File: src/sib_pkg.sv
`default_nettype none

package sib_pkg;

  // Width of one stored value
  localparam int unsigned DATA_W = 32;

  typedef logic signed [DATA_W-1:0] value_t;

endpackage

`default_nettype wire

File: src/sib_store.sv
`default_nettype none

// Entry store: one write port, one read port, registered read data.
module sib_store #(
  parameter int unsigned DEPTH = 32
) (
  input  wire logic                     clk,
  input  wire logic                     we,
  input  wire logic [$clog2(DEPTH)-1:0] waddr,
  input  wire sib_pkg::value_t          wdata,
  input  wire logic                     re,
  input  wire logic [$clog2(DEPTH)-1:0] raddr,
  output sib_pkg::value_t               rdata
);

  sib_pkg::value_t mem [DEPTH];

  // Write port
  always_ff @(posedge clk) begin
    if (we) begin
      mem[waddr] <= wdata;
    end
  end

  // Read port; data holds while re is low
  always_ff @(posedge clk) begin
    if (re) begin
      rdata <= mem[raddr];
    end
  end

endmodule

`default_nettype wire

File: src/sorted_insertion_buffer_top.sv
`default_nettype none

// Channel  Direction  Handshake          Payload
// in       to block   in_valid/in_stall  new_value
// out      from block out_valid/out_stall entry_value, last_entry, dropped_full
//
// The dump emits the list after the insert, one result per cycle while the output
// does not stall, set by the single read port of the entry store; the first result
// waits for the registered first read. Insertion runs during the dump: each entry
// is read once, and from the insert point on, entries are written back one slot
// higher. Reset empties the list (count to zero); the store is never cleared.
// A stall on the output freezes the scan; the input stalls while a dump runs.
module sorted_insertion_buffer_top #(
  parameter int unsigned CAPACITY = 32
) (
  input  wire logic            clk,
  input  wire logic            rst,
  input  wire logic            in_valid,
  output logic                 in_stall,
  input  wire sib_pkg::value_t new_value,
  output logic                 out_valid,
  input  wire logic            out_stall,
  output sib_pkg::value_t      entry_value,
  output logic                 last_entry,
  output logic                 dropped_full
);

  localparam int unsigned AW = $clog2(CAPACITY);
  localparam int unsigned CW = $clog2(CAPACITY + 1);
  localparam logic [CW-1:0] CAP_C = CW'(CAPACITY);

  // Control state
  logic          busy;
  logic [CW-1:0] count;
  logic [CW-1:0] cnt;
  logic [CW-1:0] j;
  logic [CW-1:0] rd_idx;
  logic          pend;
  logic          full_r;
  logic          inserted;
  // Payload
  sib_pkg::value_t new_val;
  sib_pkg::value_t carry;

  // Store interface
  logic            we;
  logic [AW-1:0]   waddr;
  sib_pkg::value_t wdata;
  logic            re;
  logic [AW-1:0]   raddr;
  sib_pkg::value_t rdata;

  sib_store #(.DEPTH(CAPACITY)) u_store (
    .clk   (clk),
    .we    (we),
    .waddr (waddr),
    .wdata (wdata),
    .re    (re),
    .raddr (raddr),
    .rdata (rdata)
  );

  logic            in_acc;
  logic            slot_free;
  logic            at_end;
  logic            step;
  logic [CW-1:0]   total;
  logic [CW-1:0]   j_inc;
  logic            last;
  logic            take_new;
  sib_pkg::value_t emit_val;

  // No item is taken while reset is held
  assign in_stall  = busy || rst;
  assign in_acc    = in_valid && !in_stall;
  assign slot_free = !out_valid || !out_stall;

  // Position j beyond the old list needs no read (append slot)
  assign at_end = (j == cnt);
  assign step   = busy && slot_free && (at_end ? 1'b1 : pend);
  assign total  = full_r ? cnt : cnt + CW'(1);
  assign j_inc  = j + CW'(1);
  assign last   = (j_inc == total);

  // Merge: new value goes ahead of the first entry not smaller
  assign take_new = !full_r && !inserted && (at_end || (new_val <= rdata));

  always_comb begin
    we       = 1'b0;
    wdata    = carry;
    emit_val = rdata;
    if (take_new) begin
      emit_val = new_val;
      wdata    = new_val;
      we       = step;
    end else if (inserted) begin
      emit_val = carry;
      we       = step;
    end
  end
  assign waddr = j[AW-1:0];

  // Read one entry ahead of consumption
  assign re    = busy && (rd_idx < cnt) && (!pend || (step && !at_end));
  assign raddr = rd_idx[AW-1:0];

  // Scan control
  always_ff @(posedge clk) begin
    if (rst) begin
      busy     <= 1'b0;
      count    <= '0;
      cnt      <= '0;
      j        <= '0;
      rd_idx   <= '0;
      pend     <= 1'b0;
      full_r   <= 1'b0;
      inserted <= 1'b0;
    end else begin
      if (in_acc) begin
        busy     <= 1'b1;
        cnt      <= count;
        j        <= '0;
        rd_idx   <= '0;
        pend     <= 1'b0;
        full_r   <= (count >= CAP_C);
        inserted <= 1'b0;
      end else begin
        if (re) begin
          rd_idx <= rd_idx + CW'(1);
          pend   <= 1'b1;
        end else if (step && !at_end) begin
          pend <= 1'b0;
        end
        if (step) begin
          j <= j_inc;
          if (take_new) begin
            inserted <= 1'b1;
          end
          if (last) begin
            busy  <= 1'b0;
            count <= total;
          end
        end
      end
    end
  end

  // Payload registers
  always_ff @(posedge clk) begin
    if (in_acc) begin
      new_val <= new_value;
    end
    if (step) begin
      carry <= rdata;
    end
  end

  // Output register
  always_ff @(posedge clk) begin
    if (rst) begin
      out_valid <= 1'b0;
    end else if (step) begin
      out_valid <= 1'b1;
    end else if (!out_stall) begin
      out_valid <= 1'b0;
    end
  end

  always_ff @(posedge clk) begin
    if (step) begin
      entry_value  <= emit_val;
      last_entry   <= last;
      dropped_full <= full_r;
    end
  end

  // Checks
  a_count_bound: assert property (@(posedge clk) disable iff (rst)
    count <= CAP_C)
    else $error("entry count above capacity");

  a_read_in_list: assert property (@(posedge clk) disable iff (rst)
    re |-> (rd_idx < cnt))
    else $error("read beyond stored entries");

  a_no_write_full: assert property (@(posedge clk) disable iff (rst)
    we |-> !full_r)
    else $error("store written while list full");

  a_last_ends: assert property (@(posedge clk) disable iff (rst)
    (step && last) |=> !busy && out_valid && last_entry)
    else $error("dump did not end on last item");

  a_accept_starts: assert property (@(posedge clk) disable iff (rst)
    in_acc |=> busy && (j == '0))
    else $error("accepted item did not start a dump");

endmodule

`default_nettype wire
File: config.mk
export PLATFORM = sky130hd
export DESIGN_NAME = sorted_insertion_buffer_top
export DESIGN_NICKNAME = d
export VERILOG_FILES = /design/src/sib_pkg.sv /design/src/sib_store.sv /design/src/sorted_insertion_buffer_top.sv
export SDC_FILE = /design/constraint.sdc
export NUM_CORES = 1
export LEC_CHECK = 0
export BUFFER_PORTS_ARGS = -buffer_cell sky130_fd_sc_hd__buf_2
export CAP_MARGIN = 10
export CORE_MARGIN = 2
export CORE_UTILIZATION = 49
export DETAILED_ROUTE_END_ITERATION = 12
export PLACE_DENSITY = 0.77
export SLEW_MARGIN = 20
export SYNTH_ARGS = -nofsm -noshare
export SYNTH_HDL_FRONTEND = slang
export SYNTH_SLANG_ARGS = --single-unit
File: constraint.sdc
create_clock -name clk -period 4.3 [get_ports clk]
set_clock_uncertainty 0.15 [all_clocks]
set_input_delay 0.215 -clock clk [delete_from_list [all_inputs] [get_ports clk]]
set_output_delay 0.215 -clock clk [all_outputs]
set_load 0.03 [all_outputs]
### Word-level counts from Yosys, hierarchy flattened

Memory sizes are Yosys's and may differ from the RTL's. A register that Yosys moved wholly into a read port is not among the register bits.
Index checks and enable logic that the tools add are counted.

* flip-flop bits (word level): 127
* RAM bits: 1024
* input port bits: 36
* logic and storage cells: 67
* memories kept: 1

* $add $sub $neg: 3
* $lt $le $gt $ge: 3
* equal/unequal tests: 3
* muxes and demuxes: 16
* bitwise operators: 1
* reductions and logical operators: 26

Memory list
* u_store.mem: depth 32, width 32, rd ports 1, clocked after Yosys merged registers in 1, wr ports 1, RTL line sib_store.sv:16 `sib_pkg::value_t mem [DEPTH];`

Operators with widths (number)
* $mux 32: 3
* $le 32x32->1: 1
* $add 6x1->6 const B: 3
* $eq 6x6->1: 2
* $mux 1: 12
* $logic_and 1x1->1: 8
* $logic_not 1->1: 7
* $ge 6x6->1 const B: 1
* $lt 6x6->1: 1
* $mux 6: 1
* $reduce_bool 2->1: 3
* $logic_or 1x1->1: 4
* $reduce_and 2->1: 2
* $reduce_and 3->1: 1
* $ne 2x1->1 const B: 1
* $reduce_or 2->1: 1
* $not 1->1: 1

### Depth between registers and ports, before layout

* depth after elaboration: 8
* depth in mapped cells: 10
* depth with buffers taken out: 9

### Cells and area by module

Synthesis repeated with hierarchy kept, for this count alone.

* cell total of the unflattened synthesis: 2808
* area total of the unflattened synthesis: 47221.5 um^2

Modules (own cells, without submodules)
* sib_store: instances 1, cells each 2260, area an instance 40805.4 um^2, sequential area each 31710.4 um^2
* sorted_insertion_buffer_top: instances 1, cells each 548, area an instance 6416.2 um^2, sequential area each 3523.4 um^2

### Worst setup path after synthesis

No wires, ideal clock.

* kind: flip-flop to flip-flop
* from: register j[0]
* to: memory u_store.mem[22][0] (netlist name), enable pin
* arrival: 3.612 ns
* data required time: 3.759 ns
* slack: 0.146 ns
* cell stages (with the launch flop): 9
* path through: dfxtp_1 > clkbuf_2 > xor2_1 > or4_1 > nor3_4 > o21ba_2 > buf_2 > buf_2 > and4_1

* longest elaborated chain between the ends: 7
* elaborated cells between the ends (all ways): 9

Ends and longest elaborated chain
* from (decl): RTL line sorted_insertion_buffer_top.sv:36 `logic [CW-1:0] j;`
* from (signal assigned): RTL line sorted_insertion_buffer_top.sv:135 `j <= j_inc;`
* $eq 6x6->1 (*): RTL line sorted_insertion_buffer_top.sv:79 `assign at_end = (j == cnt);`
* $mux 1 (*): RTL line sorted_insertion_buffer_top.sv:80 `assign step = busy && slot_free && (at_end ? 1'b1 : pend);`
* $logic_and 1x1->1 (*): RTL line sorted_insertion_buffer_top.sv:80
* via step: RTL line sorted_insertion_buffer_top.sv:66 `logic step;`
* $mux 1: RTL line sorted_insertion_buffer_top.sv:96 `end else if (inserted) begin`
* $mux 1 (*): RTL line sorted_insertion_buffer_top.sv:92 `if (take_new) begin`
* $mux 1 (*): RTL line sib_store.sv:20 `if (we) begin`
* $mux 1 (not written as such) (*): RTL line sib_store.sv:21 `mem[waddr] <= wdata;`
* to (decl): RTL line sib_store.sv:16

Mark *: on every way through the listed nets, which the timed path passes. The rest lies on a longest branch.

### Worst setup path in the final report

* from: register new_val[15]
* to: memory u_store.mem[13][15] (netlist name) (data pin)

* longest elaborated chain between the ends: 4

Ends and longest elaborated chain
* from (decl): RTL line sorted_insertion_buffer_top.sv:42 `sib_pkg::value_t new_val;`
* from (signal assigned): RTL line sorted_insertion_buffer_top.sv:151 `new_val <= new_value;`
* $le 32x32->1: RTL line sorted_insertion_buffer_top.sv:86 `assign take_new = !full_r && !inserted && (at_end || (new_val <= rdata));`
* $logic_or 1x1->1: RTL line sorted_insertion_buffer_top.sv:86
* $logic_and 1x1->1: RTL line sorted_insertion_buffer_top.sv:86
* $mux 32 (*): RTL line sorted_insertion_buffer_top.sv:92
* via u_store.wdata[15]: RTL line sib_store.sv:10 `input wire sib_pkg::value_t wdata,`

Marks and branches as above.

==> qor.yml <==
status: "finished, final reports clean"
n_antenna_cell: 0
die_h_um: 312
cp_data_arrival_time_ns: 4.33
drc_errors: 0
critical-path-slowest-cell: "mux2_2"
cts_buffers: 111
whs_path_depth: 2
num_rows: 112
nFillCells: 6542
fin_crit_ns: 4.14
required_ns: 4.49
powerDensity_mw_per_mm2: 474
drt-total-wl_um: 119000
syn_nets: 2168
maxSlewHeadroom_pct: 25.5
synthCells: 2089
critPathBufInv: 2
cts_tree: "built"
antenna_found_initial: 5
setup_tns_ns: 0
clkTransAtPathRegs_ns: 0.06
clkLatencyLatePin_ns: 0.71
hold_path_class: "input port to flip-flop"
synth_ff_type: "edfxtp_1"
syn_to_final_growth_pct: 15.1
firstDrtPassIters: 7
tightest_slew_ns: 1.11
initial_core_util_pct: 49.6
cts-root-buf: "clkbuf_16"
htreeDepth: 3
nets: 2383
crit_path_max_fanout: 32
cts.sinks: 1183
power.leakage_nw: 16.6
ios: 72
end_kind: "flip-flop"
ir_drop_uv: 421
io_buffers: 71
ys_warn_count: 0
critPathMaxStageDelay_ns: 0.58
finish.utilization_pct: 57.2
drt-vias-per-instance: 6.42
start_kind: "flip-flop"
synth.distinct_cells: 53
setup_viol: 0
routabilityCongestion: 0.820
wl_per_cell_um: 32.7
final_hold_viol_count: 0
core_area_mm2: 0.0936
syn_area_mm2: 0.0465
async_reset_ff_share_pct: 0
worst-path-stages: 10
drv_slew: 0
fp.dieW_um: 312
final_area_mm2: 0.0535
num_vias: 23400
post_cts_resized: 0
grt_pass1_vias: 23600
grt_max_degree: 145
crit_top_cell: "buf_12"
crit_chain: "ha_1 -> nand4_1 -> nor4_1 -> a21boi_1 -> o41a_2 -> a311oi_2 -> o311ai_4 -> buf_12 -> buf_12 -> mux2_2"
rsz0062_at_grt: "false"
maxCapViolCount: 0
clock.fmax_ghz: 0.242
dieArea_mm2: 0.0973
cts_max_path_buffers: 3
fin_crit_sh_pct: 96.3
grt.total_usage_pct: 24.5
grt_pass1_wl_um: 169000
drt-initial-drc-count: 3761
ys_ff_latch: 1183
finalPower_mw: 25.4
synth_edf_count: 1154
seq_area_frac_synth_pct: 75.8
avgSynthCellArea_um2: 22.2
worstRegToRegCells: 10
dpl.hpwl_um: 64300
critPathKind: "flip-flop to flip-flop"
cpLargestDelayFamily: "compound AO/OA/AOI/OAI gates"
place_area_mm2: 0.0496
overflow: 0
ant_nets: 0
layout-drive-gt1-share_pct: 32.4
[metrics by stage]
stage	hold WS (ns)	cells	setup slack, ns
floorplan	0.164	2089	0.146
global placement	0.245	3408	0.478
detailed placement	0.243	3408	0.325
CTS	0.0600	3643	0.311
global route	0.0773	3643	0.0238
finish	0.0987	3643	0.160
[cells by family after synthesis]
family	after synthesis	share of synthesized area, %
AO/OA/AOI/OAI	87	1.15
AND/OR/NAND/NOR	166	1.84
buffers and inverters	155	1.43
multiplexers	426	18.1
flip-flops	1183	75.8
adder cells (fa/ha/maj)	43	1.16
XOR/XNOR	29	0.547
[report_power, final]
group | switching [mW] | internal (mW) | leakage (nW)
Clock | 4.21 | 5.40 | 1.70
Combinational | 1.44 | 0.651 | 4.24
Sequential | 0.134 | 13.5 | 10.6
Total | 5.79 | 19.6 | 16.6
[placed cells by master (no fill, tap or decap), types with 10 or more instances in the layout]
cell / count
a21oi_1: 23
and4_2: 11
buf_12: 58
buf_2: 71
buf_4: 42
bufinv_16: 10
clkbuf_1: 30
clkbuf_16: 112
clkinv_1: 27
dfxtp_1: 23
dlygate4sd3_1: 37
edfxtp_1: 1154
ha_1: 43
inv_1: 48
mux2_2: 90
mux4_2: 320
nand2_1: 49
nand3_1: 15
nand4_1: 12
nor2_1: 16
nor2_4: 22
o21ai_0: 42
xnor2_1: 11
xor2_1: 18
[synthesized netlist by cell type, drive strengths merged (2+ instances only)]
cell	instances	area, um2
nor2	38	143
or3b	2	17.5
nor4	2	12.5
nand2b	8	50.1
a21oi	23	115
inv	49	184
nand2	50	190
edfxtp	1154	34700
nand3	15	75.1
dfxtp	29	581
nand3b	2	15.0
mux4	320	7210
and3	2	12.5
nor2b	6	37.5
mux2i	8	80.1
ha	43	538
o211ai	2	15.0
or2	2	12.5
o31ai	5	37.5
and4	13	114
o21ai	43	215
nor3	6	41.3
nand4	12	75.1
mux2	98	1100
a211oi	2	15.0
xnor2	11	96.3
or3	3	18.8
clkbuf	64	241
nand4b	2	17.5
xor2	18	158
buf	42	240
a21o	2	15.0
[cell type report]
type                       instances  area, um2  area share, %
multi-input combinational        751      10800           20.1
inverter                          49        186          0.348
timing repair buffer             208       2200           4.12
clock buffer                     142       2920           5.45
clock inverter                    56        629           1.18
sequential                      1183      35300           65.9
tap                             1254       1570           2.93
[routing by layer]
layer | part of all wire, % | GRT usage (%)
met1 | 37 | 33.9
met2 | 47 | 38.0
met3 | 12 | 6.87
met4 | 3.6 | 8.30
met5 | 0.031 | 0
[timing repair]
item,CTS,global route
hold endpoints to repair,66,0
setup buffers,0,0
hold buffers,37,0
[final timing paths]
check,from,endpoint,slack [ns]
worst max-delay path,new_val[15]$_DFFE_PP_,u_store.mem[13][15]$_DFFE_PP_,0.16
worst min-delay path,new_value[16],new_val[16]$_DFFE_PP_,0.1
worst max register to register,new_val[15]$_DFFE_PP_,u_store.mem[13][15]$_DFFE_PP_,0.16
worst min register to register,u_store.rdata[23]$_DFFE_PP_,carry[23]$_DFFE_PP_,0.29
[sequential cells by signal (all words and copies together) (netlist names), 32 cells and up]
| signal | cells |
|---|---|
| carry | 32 |
| u_store.rdata | 32 |
| u_store.mem | 1024 |
| entry_value | 32 |
| new_val | 32 |
No activity file was read; power rests on OpenSTA's default activity.
